## src/sv/u16u8_pkg.sv

```systemverilog
package u16u8_pkg;

    // Width of the per-string counters and of the configuration registers.
    localparam int CNT_W      = 24;
    localparam int CFG_IDX_W  = 8;
    localparam int CP_W       = 21;
    localparam int LEN_W      = 3;
    localparam int POS_W      = 3;
    localparam int FIFO_DEPTH = 4;
    localparam int FIFO_AW    = $clog2(FIFO_DEPTH);

    // Configuration register indexes.
    localparam logic [CFG_IDX_W-1:0] REG_MAX_CHARACTERS = CFG_IDX_W'(0);
    localparam logic [CFG_IDX_W-1:0] REG_BYTE_CAPACITY  = CFG_IDX_W'(1);

    // Upper six bits of a surrogate code unit.
    localparam logic [5:0]  SURR_HIGH_TAG  = 6'b110110;
    localparam logic [5:0]  SURR_LOW_TAG   = 6'b110111;
    localparam logic [15:0] REPLACEMENT_CP = 16'hFFFD;
    localparam logic [15:0] CP_MAX_1BYTE   = 16'h007F;
    localparam logic [15:0] CP_MAX_2BYTE   = 16'h07FF;
    localparam logic [CP_W-1:0] SUPP_BASE  = CP_W'(32'h10000);

    localparam logic [7:0] LEAD_2BYTE = 8'hC0;
    localparam logic [7:0] LEAD_3BYTE = 8'hE0;
    localparam logic [7:0] LEAD_4BYTE = 8'hF0;
    localparam logic [7:0] CONT_BYTE  = 8'h80;

    // One queued job: up to two characters and an optional summary.
    // A length of zero means that character slot is empty.
    typedef struct packed {
        logic [CP_W-1:0]  a_cp;
        logic [LEN_W-1:0] a_len;
        logic [15:0]      b_cp;
        logic [LEN_W-1:0] b_len;
        logic             summary;
        logic             complete;
        logic [CNT_W-1:0] units_read;
        logic [CNT_W-1:0] bytes_written;
    } job_t;

    // Queue status seen by the front end.
    typedef struct packed {
        logic full;
        logic empty;
    } fifo_status_t;

    function automatic logic [CNT_W-1:0] sat_add(input logic [CNT_W-1:0] a,
                                                 input logic [LEN_W-1:0] b);
        logic [CNT_W:0] s;
        s = {1'b0, a} + {{(CNT_W + 1 - LEN_W){1'b0}}, b};
        return s[CNT_W] ? {CNT_W{1'b1}} : s[CNT_W-1:0];
    endfunction

    // Byte number idx of the UTF-8 form of cp, whose length is len.
    function automatic logic [7:0] utf8_byte(input logic [CP_W-1:0]  cp,
                                             input logic [LEN_W-1:0] len,
                                             input logic [1:0]       idx);
        logic [7:0] b;
        b = 8'h00;
        case (len)
            3'd1: b = {1'b0, cp[6:0]};
            3'd2: begin
                case (idx)
                    2'd0:    b = LEAD_2BYTE | {3'b000, cp[10:6]};
                    default: b = CONT_BYTE | {2'b00, cp[5:0]};
                endcase
            end
            3'd3: begin
                case (idx)
                    2'd0:    b = LEAD_3BYTE | {4'h0, cp[15:12]};
                    2'd1:    b = CONT_BYTE | {2'b00, cp[11:6]};
                    default: b = CONT_BYTE | {2'b00, cp[5:0]};
                endcase
            end
            3'd4: begin
                case (idx)
                    2'd0:    b = LEAD_4BYTE | {5'b00000, cp[20:18]};
                    2'd1:    b = CONT_BYTE | {2'b00, cp[17:12]};
                    2'd2:    b = CONT_BYTE | {2'b00, cp[11:6]};
                    default: b = CONT_BYTE | {2'b00, cp[5:0]};
                endcase
            end
            default: b = 8'h00;
        endcase
        return b;
    endfunction

endpackage

```

## src/sv/u16u8_front.sv

```systemverilog
module u16u8_front (
    input  logic                        aclk,
    input  logic                        aresetn,
    input  logic                        cfg_valid,
    input  logic [u16u8_pkg::CFG_IDX_W-1:0] cfg_index,
    input  logic [u16u8_pkg::CNT_W-1:0] cfg_data,
    input  logic                        s_valid,
    output logic                        s_ready,
    input  logic [15:0]                 s_code_unit,
    input  logic                        s_end_of_string,
    input  u16u8_pkg::fifo_status_t     q_status,
    output logic                        q_push,
    output u16u8_pkg::job_t             q_job
);
    import u16u8_pkg::*;

    logic [CNT_W-1:0] max_chars_reg;
    logic [CNT_W-1:0] capacity_reg;
    logic [9:0]       held_high_reg, held_high_next;
    logic             held_valid_reg, held_valid_next;
    logic             halted_reg, halted_next;
    logic [CNT_W-1:0] char_count_reg, char_count_next;
    logic [CNT_W-1:0] read_count_reg, read_count_next;
    logic [CNT_W-1:0] write_count_reg, write_count_next;

    logic             in_fire;
    logic             is_low, is_high;
    logic [CP_W-1:0]  pair_cp, a_cp;
    logic [LEN_W-1:0] a_len, a_units, b_len;
    logic             a_try, a_lim, a_cap, a_ok, halt_a;
    logic [CNT_W-1:0] cc1, rc1, wc1;
    logic [15:0]      b_cp;
    logic             b_try, b_lim, b_cap, b_ok, halt_b, hold;

    assign s_ready = !q_status.full;
    assign in_fire = s_valid && s_ready;
    assign is_low  = (s_code_unit[15:10] == SURR_LOW_TAG);
    assign is_high = (s_code_unit[15:10] == SURR_HIGH_TAG);

    always_comb begin
        // First slot: the held high surrogate, as a pair or as a replacement.
        pair_cp = SUPP_BASE + CP_W'({held_high_reg, s_code_unit[9:0]});
        a_try   = !halted_reg && held_valid_reg;
        a_cp    = is_low ? pair_cp : CP_W'(REPLACEMENT_CP);
        a_len   = is_low ? LEN_W'(4) : LEN_W'(3);
        a_units = is_low ? LEN_W'(2) : LEN_W'(1);
        a_lim   = (max_chars_reg != '0) && (char_count_reg >= max_chars_reg);
        a_cap   = ({1'b0, write_count_reg} + (CNT_W + 1)'(a_len)) > {1'b0, capacity_reg};
        a_ok    = a_try && !a_lim && !a_cap;
        halt_a  = halted_reg || (a_try && (a_lim || a_cap));
        cc1     = a_ok ? sat_add(char_count_reg, LEN_W'(1)) : char_count_reg;
        rc1     = a_ok ? sat_add(read_count_reg, a_units) : read_count_reg;
        wc1     = a_ok ? sat_add(write_count_reg, a_len) : write_count_reg;

        // Second slot: the new unit on its own.
        b_cp  = (is_low || is_high) ? REPLACEMENT_CP : s_code_unit;
        b_len = (b_cp <= CP_MAX_1BYTE) ? LEN_W'(1) :
                (b_cp <= CP_MAX_2BYTE) ? LEN_W'(2) : LEN_W'(3);
        hold  = !halt_a && !(a_try && is_low) && is_high && !s_end_of_string;
        b_try = !halt_a && !(a_try && is_low) && !(is_high && !s_end_of_string);
        b_lim = (max_chars_reg != '0) && (cc1 >= max_chars_reg);
        b_cap = ({1'b0, wc1} + (CNT_W + 1)'(b_len)) > {1'b0, capacity_reg};
        b_ok  = b_try && !b_lim && !b_cap;
        halt_b = halt_a || (b_try && (b_lim || b_cap));

        q_job.a_cp          = a_cp;
        q_job.a_len         = a_ok ? a_len : '0;
        q_job.b_cp          = b_cp;
        q_job.b_len         = b_ok ? b_len : '0;
        q_job.summary       = s_end_of_string;
        q_job.complete      = !halt_b;
        q_job.units_read    = b_ok ? sat_add(rc1, LEN_W'(1)) : rc1;
        q_job.bytes_written = b_ok ? sat_add(wc1, b_len) : wc1;
        q_push = in_fire && (a_ok || b_ok || s_end_of_string);

        held_high_reg_hold: begin
            held_high_next = hold ? s_code_unit[9:0] : held_high_reg;
        end
        if (s_end_of_string) begin
            held_valid_next  = 1'b0;
            halted_next      = 1'b0;
            char_count_next  = '0;
            read_count_next  = '0;
            write_count_next = '0;
            held_high_next   = '0;
        end else begin
            held_valid_next  = hold;
            halted_next      = halt_b;
            char_count_next  = b_ok ? sat_add(cc1, LEN_W'(1)) : cc1;
            read_count_next  = q_job.units_read;
            write_count_next = q_job.bytes_written;
        end
    end

    always_ff @(posedge aclk) begin
        if (!aresetn) begin
            max_chars_reg   <= '0;
            capacity_reg    <= '1;
            held_high_reg   <= '0;
            held_valid_reg  <= 1'b0;
            halted_reg      <= 1'b0;
            char_count_reg  <= '0;
            read_count_reg  <= '0;
            write_count_reg <= '0;
        end else begin
            if (cfg_valid) begin
                if (cfg_index == REG_MAX_CHARACTERS) begin
                    max_chars_reg <= cfg_data;
                end else if (cfg_index == REG_BYTE_CAPACITY) begin
                    capacity_reg <= cfg_data;
                end
            end
            if (in_fire) begin
                held_high_reg   <= held_high_next;
                held_valid_reg  <= held_valid_next;
                halted_reg      <= halted_next;
                char_count_reg  <= char_count_next;
                read_count_reg  <= read_count_next;
                write_count_reg <= write_count_next;
            end
        end
    end

`ifndef SYNTHESIS
    a_no_hold_when_halted: assert property (@(posedge aclk) disable iff (!aresetn)
        !(held_valid_reg && halted_reg))
        else $error("front: surrogate held while string is halted");

    a_eos_clears: assert property (@(posedge aclk) disable iff (!aresetn)
        in_fire && s_end_of_string |=>
            read_count_reg == '0 && write_count_reg == '0 && !held_valid_reg)
        else $error("front: per-string state not cleared after end of string");

    a_push_fits: assert property (@(posedge aclk) disable iff (!aresetn)
        q_push |-> !q_status.full)
        else $error("front: job pushed into a full queue");
`endif

endmodule

```

## src/sv/u16u8_fifo.sv

```systemverilog
module u16u8_fifo (
    input  logic                    aclk,
    input  logic                    aresetn,
    input  logic                    push,
    input  u16u8_pkg::job_t         push_job,
    input  logic                    pop,
    output u16u8_pkg::job_t         head_job,
    output u16u8_pkg::fifo_status_t status
);
    import u16u8_pkg::*;

    job_t                 mem_reg [FIFO_DEPTH];
    logic [FIFO_AW-1:0]   wr_ptr_reg, wr_ptr_next;
    logic [FIFO_AW-1:0]   rd_ptr_reg, rd_ptr_next;
    logic [FIFO_AW:0]     count_reg, count_next;

    assign status.full  = (count_reg == (FIFO_AW + 1)'(FIFO_DEPTH));
    assign status.empty = (count_reg == '0);
    assign head_job     = mem_reg[rd_ptr_reg];

    always_comb begin
        wr_ptr_next = push ? wr_ptr_reg + FIFO_AW'(1) : wr_ptr_reg;
        rd_ptr_next = pop ? rd_ptr_reg + FIFO_AW'(1) : rd_ptr_reg;
        count_next  = count_reg;
        if (push && !pop) begin
            count_next = count_reg + (FIFO_AW + 1)'(1);
        end else if (pop && !push) begin
            count_next = count_reg - (FIFO_AW + 1)'(1);
        end
    end

    always_ff @(posedge aclk) begin
        if (push) begin
            mem_reg[wr_ptr_reg] <= push_job;
        end
    end

    always_ff @(posedge aclk) begin
        if (!aresetn) begin
            wr_ptr_reg <= '0;
            rd_ptr_reg <= '0;
            count_reg  <= '0;
        end else begin
            wr_ptr_reg <= wr_ptr_next;
            rd_ptr_reg <= rd_ptr_next;
            count_reg  <= count_next;
        end
    end

`ifndef SYNTHESIS
    a_count_bound: assert property (@(posedge aclk) disable iff (!aresetn)
        count_reg <= (FIFO_AW + 1)'(FIFO_DEPTH))
        else $error("fifo: occupancy above depth");

    a_no_pop_empty: assert property (@(posedge aclk) disable iff (!aresetn)
        pop |-> !status.empty)
        else $error("fifo: pop from empty queue");

    a_ptr_count: assert property (@(posedge aclk) disable iff (!aresetn)
        FIFO_AW'(wr_ptr_reg - rd_ptr_reg) == count_reg[FIFO_AW-1:0])
        else $error("fifo: pointers disagree with occupancy");
`endif

endmodule

```

## src/sv/u16u8_back.sv

```systemverilog
module u16u8_back (
    input  logic                        aclk,
    input  logic                        aresetn,
    input  u16u8_pkg::job_t             head_job,
    input  u16u8_pkg::fifo_status_t     q_status,
    output logic                        q_pop,
    output logic                        m_valid,
    input  logic                        m_ready,
    output logic [7:0]                  m_out_byte,
    output logic                        m_is_summary,
    output logic                        m_run_last,
    output logic                        m_complete,
    output logic [u16u8_pkg::CNT_W-1:0] m_units_read,
    output logic [u16u8_pkg::CNT_W-1:0] m_bytes_written
);
    import u16u8_pkg::*;

    logic [POS_W-1:0] pos_reg, pos_next;
    logic             m_valid_reg, m_valid_next;
    logic [7:0]       byte_reg;
    logic             summary_reg, last_reg, complete_reg;
    logic [CNT_W-1:0] units_reg, bytes_reg;

    logic             load, last;
    logic [POS_W:0]   total;
    logic [POS_W-1:0] b_idx;
    logic             in_a, in_b;
    logic [7:0]       byte_val;

    always_comb begin
        load  = !q_status.empty && (!m_valid_reg || m_ready);
        total = (POS_W + 1)'(head_job.a_len) + (POS_W + 1)'(head_job.b_len)
              + (POS_W + 1)'(head_job.summary);
        last  = ({1'b0, pos_reg} == total - (POS_W + 1)'(1));
        in_a  = pos_reg < POS_W'(head_job.a_len);
        in_b  = !in_a && (pos_reg < POS_W'(head_job.a_len) + POS_W'(head_job.b_len));
        b_idx = pos_reg - POS_W'(head_job.a_len);
        if (in_a) begin
            byte_val = utf8_byte(head_job.a_cp, head_job.a_len, pos_reg[1:0]);
        end else if (in_b) begin
            byte_val = utf8_byte(CP_W'(head_job.b_cp), head_job.b_len, b_idx[1:0]);
        end else begin
            byte_val = 8'h00;
        end
        q_pop        = load && last;
        pos_next     = load ? (last ? '0 : pos_reg + POS_W'(1)) : pos_reg;
        m_valid_next = load ? 1'b1 : (m_ready ? 1'b0 : m_valid_reg);
    end

    always_ff @(posedge aclk) begin
        if (!aresetn) begin
            pos_reg     <= '0;
            m_valid_reg <= 1'b0;
        end else begin
            pos_reg     <= pos_next;
            m_valid_reg <= m_valid_next;
        end
    end

    always_ff @(posedge aclk) begin
        if (load) begin
            byte_reg     <= byte_val;
            summary_reg  <= !in_a && !in_b;
            last_reg     <= last;
            complete_reg <= !in_a && !in_b && head_job.complete;
            units_reg    <= (!in_a && !in_b) ? head_job.units_read : '0;
            bytes_reg    <= (!in_a && !in_b) ? head_job.bytes_written : '0;
        end
    end

    assign m_valid         = m_valid_reg;
    assign m_out_byte      = byte_reg;
    assign m_is_summary    = summary_reg;
    assign m_run_last      = last_reg;
    assign m_complete      = complete_reg;
    assign m_units_read    = units_reg;
    assign m_bytes_written = bytes_reg;

`ifndef SYNTHESIS
    a_pos_needs_job: assert property (@(posedge aclk) disable iff (!aresetn)
        pos_reg != '0 |-> !q_status.empty)
        else $error("back: byte position set with no job at the head");

    a_pos_in_range: assert property (@(posedge aclk) disable iff (!aresetn)
        !q_status.empty |-> {1'b0, pos_reg} < total)
        else $error("back: byte position past the end of the job");

    a_summary_last: assert property (@(posedge aclk) disable iff (!aresetn)
        m_valid_reg && summary_reg |-> last_reg)
        else $error("back: summary is not the last result of its item");
`endif

endmodule

```

## src/sv/utf16_to_utf8_transcoder.sv

```systemverilog
// UTF-16 to UTF-8 transcoder. Code units enter one item at a time on the s_
// channel, with s_end_of_string on the last unit of a string; UTF-8 bytes
// leave one item per cycle on the m_ channel while m_ready is high, and the
// end-of-string unit is followed by one summary item (m_is_summary = 1)
// carrying m_complete, m_units_read and m_bytes_written, after which the
// per-string counters clear. m_run_last marks the last item caused by each
// input unit. Surrogate pairs become 4-byte sequences and lone surrogates
// become EF BF BD. A string stops converting, without a partial character,
// once max_characters (index 0, zero means no limit) characters are out or
// the next character would not fit in byte_capacity (index 1, reset
// 0xFFFFFF); write the registers only while the block is idle. The front end
// classifies each unit and does all string accounting in the cycle it is
// accepted, then pushes a job into a four-entry queue; the back end serializes
// jobs into bytes, one per cycle while m_ready is high, with no gap between
// jobs. A unit causes one to three items for a basic-plane character, four
// for a pair, up to seven when a broken pair, a new character and a summary
// all fall on one unit. Input is taken every cycle while the queue has room.
module utf16_to_utf8_transcoder (
    input  logic                        aclk,
    input  logic                        aresetn,

    input  logic                        cfg_valid,
    output logic                        cfg_ready,
    input  logic [u16u8_pkg::CFG_IDX_W-1:0] cfg_index,
    input  logic [u16u8_pkg::CNT_W-1:0] cfg_data,

    input  logic                        s_valid,
    output logic                        s_ready,
    input  logic [15:0]                 s_code_unit,
    input  logic                        s_end_of_string,

    output logic                        m_valid,
    input  logic                        m_ready,
    output logic [7:0]                  m_out_byte,
    output logic                        m_is_summary,
    output logic                        m_run_last,
    output logic                        m_complete,
    output logic [u16u8_pkg::CNT_W-1:0] m_units_read,
    output logic [u16u8_pkg::CNT_W-1:0] m_bytes_written
);
    import u16u8_pkg::*;

    // Configuration writes are always accepted; cfg_ready is tied high.
    assign cfg_ready = 1'b1;

    fifo_status_t q_status;
    job_t         push_job;
    job_t         head_job;
    logic         q_push;
    logic         q_pop;

    // Front end: classification, surrogate holding and string accounting.
    u16u8_front u_front (
        .aclk            (aclk),
        .aresetn         (aresetn),
        .cfg_valid       (cfg_valid),
        .cfg_index       (cfg_index),
        .cfg_data        (cfg_data),
        .s_valid         (s_valid),
        .s_ready         (s_ready),
        .s_code_unit     (s_code_unit),
        .s_end_of_string (s_end_of_string),
        .q_status        (q_status),
        .q_push          (q_push),
        .q_job           (push_job)
    );

    // Job queue that lets the two halves stall independently.
    u16u8_fifo u_fifo (
        .aclk     (aclk),
        .aresetn  (aresetn),
        .push     (q_push),
        .push_job (push_job),
        .pop      (q_pop),
        .head_job (head_job),
        .status   (q_status)
    );

    // Back end: byte serializer with a registered output stage.
    u16u8_back u_back (
        .aclk            (aclk),
        .aresetn         (aresetn),
        .head_job        (head_job),
        .q_status        (q_status),
        .q_pop           (q_pop),
        .m_valid         (m_valid),
        .m_ready         (m_ready),
        .m_out_byte      (m_out_byte),
        .m_is_summary    (m_is_summary),
        .m_run_last      (m_run_last),
        .m_complete      (m_complete),
        .m_units_read    (m_units_read),
        .m_bytes_written (m_bytes_written)
    );

endmodule

```

## config.mk

```make
export PLATFORM = sky130hd
export DESIGN_NAME = utf16_to_utf8_transcoder
export DESIGN_NICKNAME = d
export VERILOG_FILES = /design/src/sv/u16u8_pkg.sv /design/src/sv/u16u8_front.sv /design/src/sv/u16u8_fifo.sv /design/src/sv/u16u8_back.sv /design/src/sv/utf16_to_utf8_transcoder.sv
export SDC_FILE = /design/constraint.sdc
export NUM_CORES = 1
export LEC_CHECK = 0
export ABC_AREA = 1
export ABC_CLOCK_PERIOD_IN_PS = 14800
export BUFFER_PORTS_ARGS = -buffer_cell sky130_fd_sc_hd__buf_2
export CAP_MARGIN = 20
export CORE_MARGIN = 1.5
export CORE_UTILIZATION = 50
export DETAILED_ROUTE_END_ITERATION = 12
export GPL_ROUTABILITY_DRIVEN = 0
export PLACE_DENSITY = 0.75
export SLEW_MARGIN = 20
export SYNTH_ARGS = -nofsm -noshare
export SYNTH_HDL_FRONTEND = slang
export SYNTH_SLANG_ARGS = --single-unit
```

## constraint.sdc

```tcl
create_clock -name aclk -period 14.8 [get_ports aclk]
set_clock_uncertainty 0.05 [all_clocks]
set_input_delay 2.96 -clock aclk [delete_from_list [all_inputs] [get_ports aclk]]
set_output_delay 2.96 -clock aclk [all_outputs]
set_load 0.01 [all_outputs]
```

==> flow_summary_export.csv, run 1 <==
group,metric,value,unit
timing,slew_viol_final,0,
synth,synth-seq-area-share,49.4,%
clocking,postCtsHoldBufs,0,
worst_setup_path,slowest_delay,730,ps
floorplan,placement_rows,91,
synth,ys.warnings.count,0,
drt,drt_wl_total,85100,um
power_and_ir_drop,ir_drop,86.1,uV
synth,synth-edff-count,423,
clocking,cts_buffers,59,
drt,vias_per_cell,5.63,
placed_design,dp.cells,4541,
drt,vias,26200,
placed_design,dp.final_hpwl,57300,um
worst_setup_path,crit_slowest_cell,"buf_4",
run_status,outcome,"finished, final reports clean",
job,cap_violations,0,
layout,area_growth,9.74,%
global_route,track_usage,26.2,%
clocking,cts_resized,0,
clocking,clkTransAtPathRegs,60,ps
power_and_ir_drop,powerDensity,137,nW/um^2
global_route,grt_max_degree,96,
clocking,htree_levels,2,
floorplan,die_h,254,um
layout,regArea,15600,um^2
drt,drt_first_iter_violations,2882,
synth,synth.cell_area,31600,um^2
layout,fill_cells,5488,
global_route,grt_pass1_vias,24000,
worst_setup_path,critPathBufInv,12,
worst_setup_path,worst_ep_arrival_time,12160,ps
layout,multi_input_comb_area,13800,um^2
synth,ys_ff_latch,568,
synth,async_flop_share,0,%
floorplan,dieArea,64700,um^2
clocking,postCtsSetupBuffers,0,
global_route,grt.overflow.total,0,
clocking,clockBufferDepth,3,
global_route,grt_pass1_wl,132000,um
drt,routedWlPerCell,18.3,um
clocking,clock-sinks,568,
worst_setup_path,required,15000,ps
floorplan,start_util,50.9,%
power_and_ir_drop,leakage,14.6,nW
timing,rsz0062_at_grt,"no",
worst_setup_path,worstSetupStartpointType,"input pin",
layout,stdcell_count,4655,
worst_setup_path,path_max_fanout,51,
timing,fin_crit,11960,ps
drt,drtAntennaViolNets,0,
min_path,hp-class,"reg -> reg",
layout,layout_commonest_cell,"nand2_1",
clocking,clk_latency,640,ps
synth,synth_nets,3918,
layout,fin_nets,3954,
synth,syn_avg_cell_area,8.47,um^2
worst_setup_path,critPathTopFamily,"simple AND/OR/NAND/NOR gates",
timing,fmax,0.0836,GHz
worst_setup_path,cp_common_cell,"nand2_1",
synth,synth_cell_type_count,60,
timing,hold_viol_final,0,
layout,drive_gt1_share,9.07,%
synth,synthCells,3730,
floorplan,die_x,254,um
worst_setup_path,crit_path_end_kind,"flip-flop",
floorplan,core_area,62100,um^2
drt,firstDrtPassIters,6,
drt,drcViolationCount,0,
timing,setup_tns,0,ps
layout,largest_register_ffs,364,
timing,setup_viol,0,
timing,period_share,80.8,%
timing,slew-limit-headroom,28.7,%
clocking,root_buffer,"clkbuf_16",
layout,final_cell_mix,"nand2_1, nor2_1, edfxtp_1",
worst_setup_path,path_class,"in -> reg",
synth,synthFlopType,"edfxtp_1",
clocking,cts_tree,"done",
global_route,grt_antenna_before_repair,1,
timing,worstMarginPinSlew,1070,ps
placed_design,io_buffers,114,
floorplan,top_level_ports,116,
## cells by family (layout without fill, tap and decap cells)
| group | count (synthesis) | count (layout) | synth area share, % |
|---|---|---|---|
| DFF | 568 | 568 | 49.4 |
| adders and majority gates | 134 | 134 | 5.43 |
| buffers and inverters | 566 | 652 | 7.29 |
| and+or+nand+nor | 1782 | 1782 | 24.4 |
| xor gates and xnor gates | 95 | 95 | 2.63 |
| other | 1 | 3 | 0.0119 |
| AOI/OAI and AO/OA | 584 | 584 | 10.9 |
## metrics by stage
step           hold WS (ps)  instance area, um^2  total power [mW]  util, %  setup slack (ps)
6_report                409                34700              4.75     55.9              2840
3_5_place_dp            400                32700              3.31     52.7              2190
3_3_place_gp            396                32700              3.28     52.7              2360
4_1_cts                 409                34600              4.75     55.8              2790
2_1_floorplan           386                31600              2.91        -              1360
5_1_grt                 425                34700              4.98     55.9              2050
## layer usage
layer | GRT usage [%] | wire (um) | up-vias
li1 | - | - | 12600
met1 | 36.3 | 36200 | 12200
met2 | 41.4 | 38500 | 1189
met3 | 4.45 | 7680 | 184
met4 | 9.01 | 2770 | 2
met5 | 0 | 13 | -
## where the power goes
group | total, mW | internal, mW | switching [mW] | leakage (nW)
logic | 1.25 | 0.365 | 0.890 | 8.67
clock network | 1.45 | 0.822 | 0.631 | 0.923
registers | 2.04 | 1.98 | 0.0676 | 5.02
## Yosys cell counts (all sizes together) (84+ instances only)
cell,number,area [um^2]
nand3,176,1030
clkbuf,100,375
inv,400,1500
dfxtp,145,2900
edfxtp,423,12700
nand2,880,3350
nor2,521,2070
ha,129,1610
xor2,84,736
o21ai,182,945
nand4,102,653
a21oi,244,1220
## cell type report
class | instances | share of cell area, %
clock inverter | 33 | 0.787
tap | 837 | 3.02
multi-input combinational | 2596 | 39.7
timing repair buffer | 141 | 2.34
sequential | 568 | 45.0
inverter | 400 | 4.36
antenna | 2 | 0.0144
clock buffer | 78 | 4.76
## worst paths after layout
path | start | endpoint | slack (ps) | cells past startpoint
hold reg to reg | u_front.held_high_reg[4] | u_front.held_high_reg[4] | 410 | 2
hold / removal | u_front.held_high_reg[4] | u_front.held_high_reg[4] | 410 | 2
setup reg to reg | u_front.write_count_reg[2] | u_fifo.mem_reg[1][37] | 5550 | 43
setup / recovery | s_code_unit[12] | u_fifo.mem_reg[1][37] | 2840 | 52
## worst min-delay path: cells and delay by family, from the launching register on
kind | cells | cell delay [ps]
AND/OR/NAND/NOR | 1 | 60
flip-flops | 1 | 300
AO/OA/AOI/OAI | 1 | 50
(Power assumes the default switching activity.)
==> run 2, diff against run 1 <==
ABC_CLOCK_PERIOD_IN_PS = 9590   (was 14800)
PLACE_DENSITY = 0.77   (was 0.75)
clock period = 9.59 ns   (was 14.8 ns; I/O delays follow)
==> run 2 against run 1 <==
Cell area up 2.6%. Flip-flop and latch count is the same. Global-route usage decreased by 0.26 points. Hold slack gained 1.1 ps. Via count rose by 1.5%. Die area is the same. Largest cell class unchanged.
==> flow_summary_export.csv, run 2 (synthesized netlist as in run 1, its figures left out) <==
group,metric,value,unit
run_status,outcome,"finished, final reports clean",
layout,layout_commonest_cell,"nand2_1",
layout,fill_cells,5357,
drt,routedWlPerCell,17.9,um
power_and_ir_drop,p_total,7.44,mW
timing,rsz0062_at_grt,"no",
layout,multi_input_comb_area,13800,um^2
drt,vias,26600,
drt,drcViolationCount,0,
worst_setup_path,worst_ep_arrival_time,9420,ps
drt,drt_wl_total,84900,um
clocking,root_buffer,"clkbuf_16",
power_and_ir_drop,powerDensity,209,nW/um^2
worst_setup_path,required,10050,ps
floorplan,placement_rows,91,
timing,worstMarginPinSlew,1040,ps
floorplan,start_util,50.9,%
layout,final_cell_mix,"nand2_1, nor2_1, edfxtp_1",
clocking,htree_levels,2,
drt,drtAntennaViolNets,0,
global_route,grt.overflow.total,0,
worst_setup_path,cp_common_cell,"nand2_1",
clocking,postCtsHoldBufs,0,
floorplan,die_h,254,um
worst_setup_path,slowest_delay,430,ps
timing,period_share,93.4,%
clocking,clkTransAtPathRegs,60,ps
timing,slew-limit-headroom,30.5,%
job,cap_violations,0,
timing,fin_crit,8950,ps
layout,fin_nets,4042,
timing,slew_viol_final,0,
power_and_ir_drop,ir_drop,151,uV
worst_setup_path,path_class,"in -> reg",
placed_design,io_buffers,114,
layout,area_growth,12.6,%
clocking,cts_resized,0,
clocking,clock-sinks,568,
power_and_ir_drop,leakage,15.1,nW
clocking,clk_latency,640,ps
worst_setup_path,worstSetupStartpointType,"input pin",
layout,largest_register_ffs,364,
layout,drive_gt1_share,11.4,%
drt,vias_per_cell,5.61,
timing,fmax,0.112,GHz
layout,final_util,57.3,%
drt,firstDrtPassIters,9,
global_route,track_usage,25.9,%
clocking,clockBufferDepth,3,
clocking,cts_buffers,58,
timing,hold_viol_final,0,
drt,drt_first_iter_violations,2946,
worst_setup_path,path_max_fanout,5,
worst_setup_path,crit_path_end_kind,"flip-flop",
timing,setup_viol,0,
global_route,grt_antenna_before_repair,0,
layout,regArea,15600,um^2
global_route,grt_pass1_wl,133000,um
floorplan,core_area,62100,um^2
floorplan,dieArea,64700,um^2
floorplan,top_level_ports,116,
timing,hold_slack,410,ps
placed_design,dp.final_hpwl,59200,um
layout,num_antenna_cells,0,
floorplan,die_x,254,um
min_path,hp-class,"reg -> reg",
timing,setup_tns,0,ps
global_route,grt_pass1_vias,24500,
global_route,grt_max_degree,96,
clocking,postCtsSetupBuffers,0,
clocking,cts_tree,"done",
worst_setup_path,crit_slowest_cell,"fa_1",
[run 2: cell count changes in the layout (fill, tap and decap cells not counted), moves of 2 or more]
cell / change
buf_12: +15
buf_4: +74
bufinv_16: +2
clkbuf_1: -2
clkinv_1: -7
clkinv_2: +6
clkinvlp_4: +2
diode_2: -2
inv_16: +2
inv_6: -3
nor3_1: -2
nor3_2: +2
[run 2: worst max-delay path, delay by kind of cell]
kind | cells | cell delay, ps
xor+xnor | 2 | 690
compound gates | 11 | 1380
buf+inv | 11 | 800
simple gates | 27 | 2520
fa+ha+maj | 7 | 2080
[run 2: layout make-up]
type | count | share of cell area [%]
Clock inverter | 36 | 1.01
Inverter | 400 | 4.24
Sequential cell | 568 | 43.9
Clock buffer | 74 | 4.50
Tap cell | 837 | 2.94
Timing Repair Buffer | 230 | 4.68
Multi-Input combinational cell | 2596 | 38.7
[run 2: path summary, 6_finish.rpt]
| path | from | endpoint | slack (ps) | depth (start not counted) |
|---|---|---|---|---|
| min reg2reg | u_front.held_high_reg[2] | u_front.held_high_reg[2] | 410 | 2 |
| min | u_front.held_high_reg[2] | u_front.held_high_reg[2] | 410 | 2 |
| max | s_code_unit[12] | u_fifo.count_reg[2] | 640 | 58 |
| max reg2reg | u_front.write_count_reg[0] | u_fifo.count_reg[2] | 2030 | 54 |
[run 2: power by group]
| part | switching, mW | total [mW] | internal, mW |
|---|---|---|---|
| sequential | 0.111 | 3.16 | 3.05 |
| combinational | 1.37 | 1.98 | 0.617 |
| clock | 0.989 | 2.29 | 1.30 |
[run 2: metrics by stage]
| step | cell area (um^2) | cells | setup slack [ps] |
|---|---|---|---|
| 5_1_grt | 35600 | 4741 | 28.5 |
| 4_1_cts | 35600 | 4741 | 694 |
| 6_report | 35600 | 4741 | 637 |
| 3_5_place_dp | 33600 | 4631 | 45.3 |
| 2_1_floorplan | 31600 | 3730 | 18.5 |
| 3_3_place_gp | 33600 | 4631 | 209 |
[run 2: layer usage]
metal  part of all wire (%)  GRT usage, %  up-vias  wire length [um]
met5                      0             0        -                 0
met1                     42          35.8    12300             35900
li1                       -             -    12800                 -
met2                     45          41.5     1301             38400
met3                    9.3          4.37      205              7920
met4                    3.1          8.27        0              2670
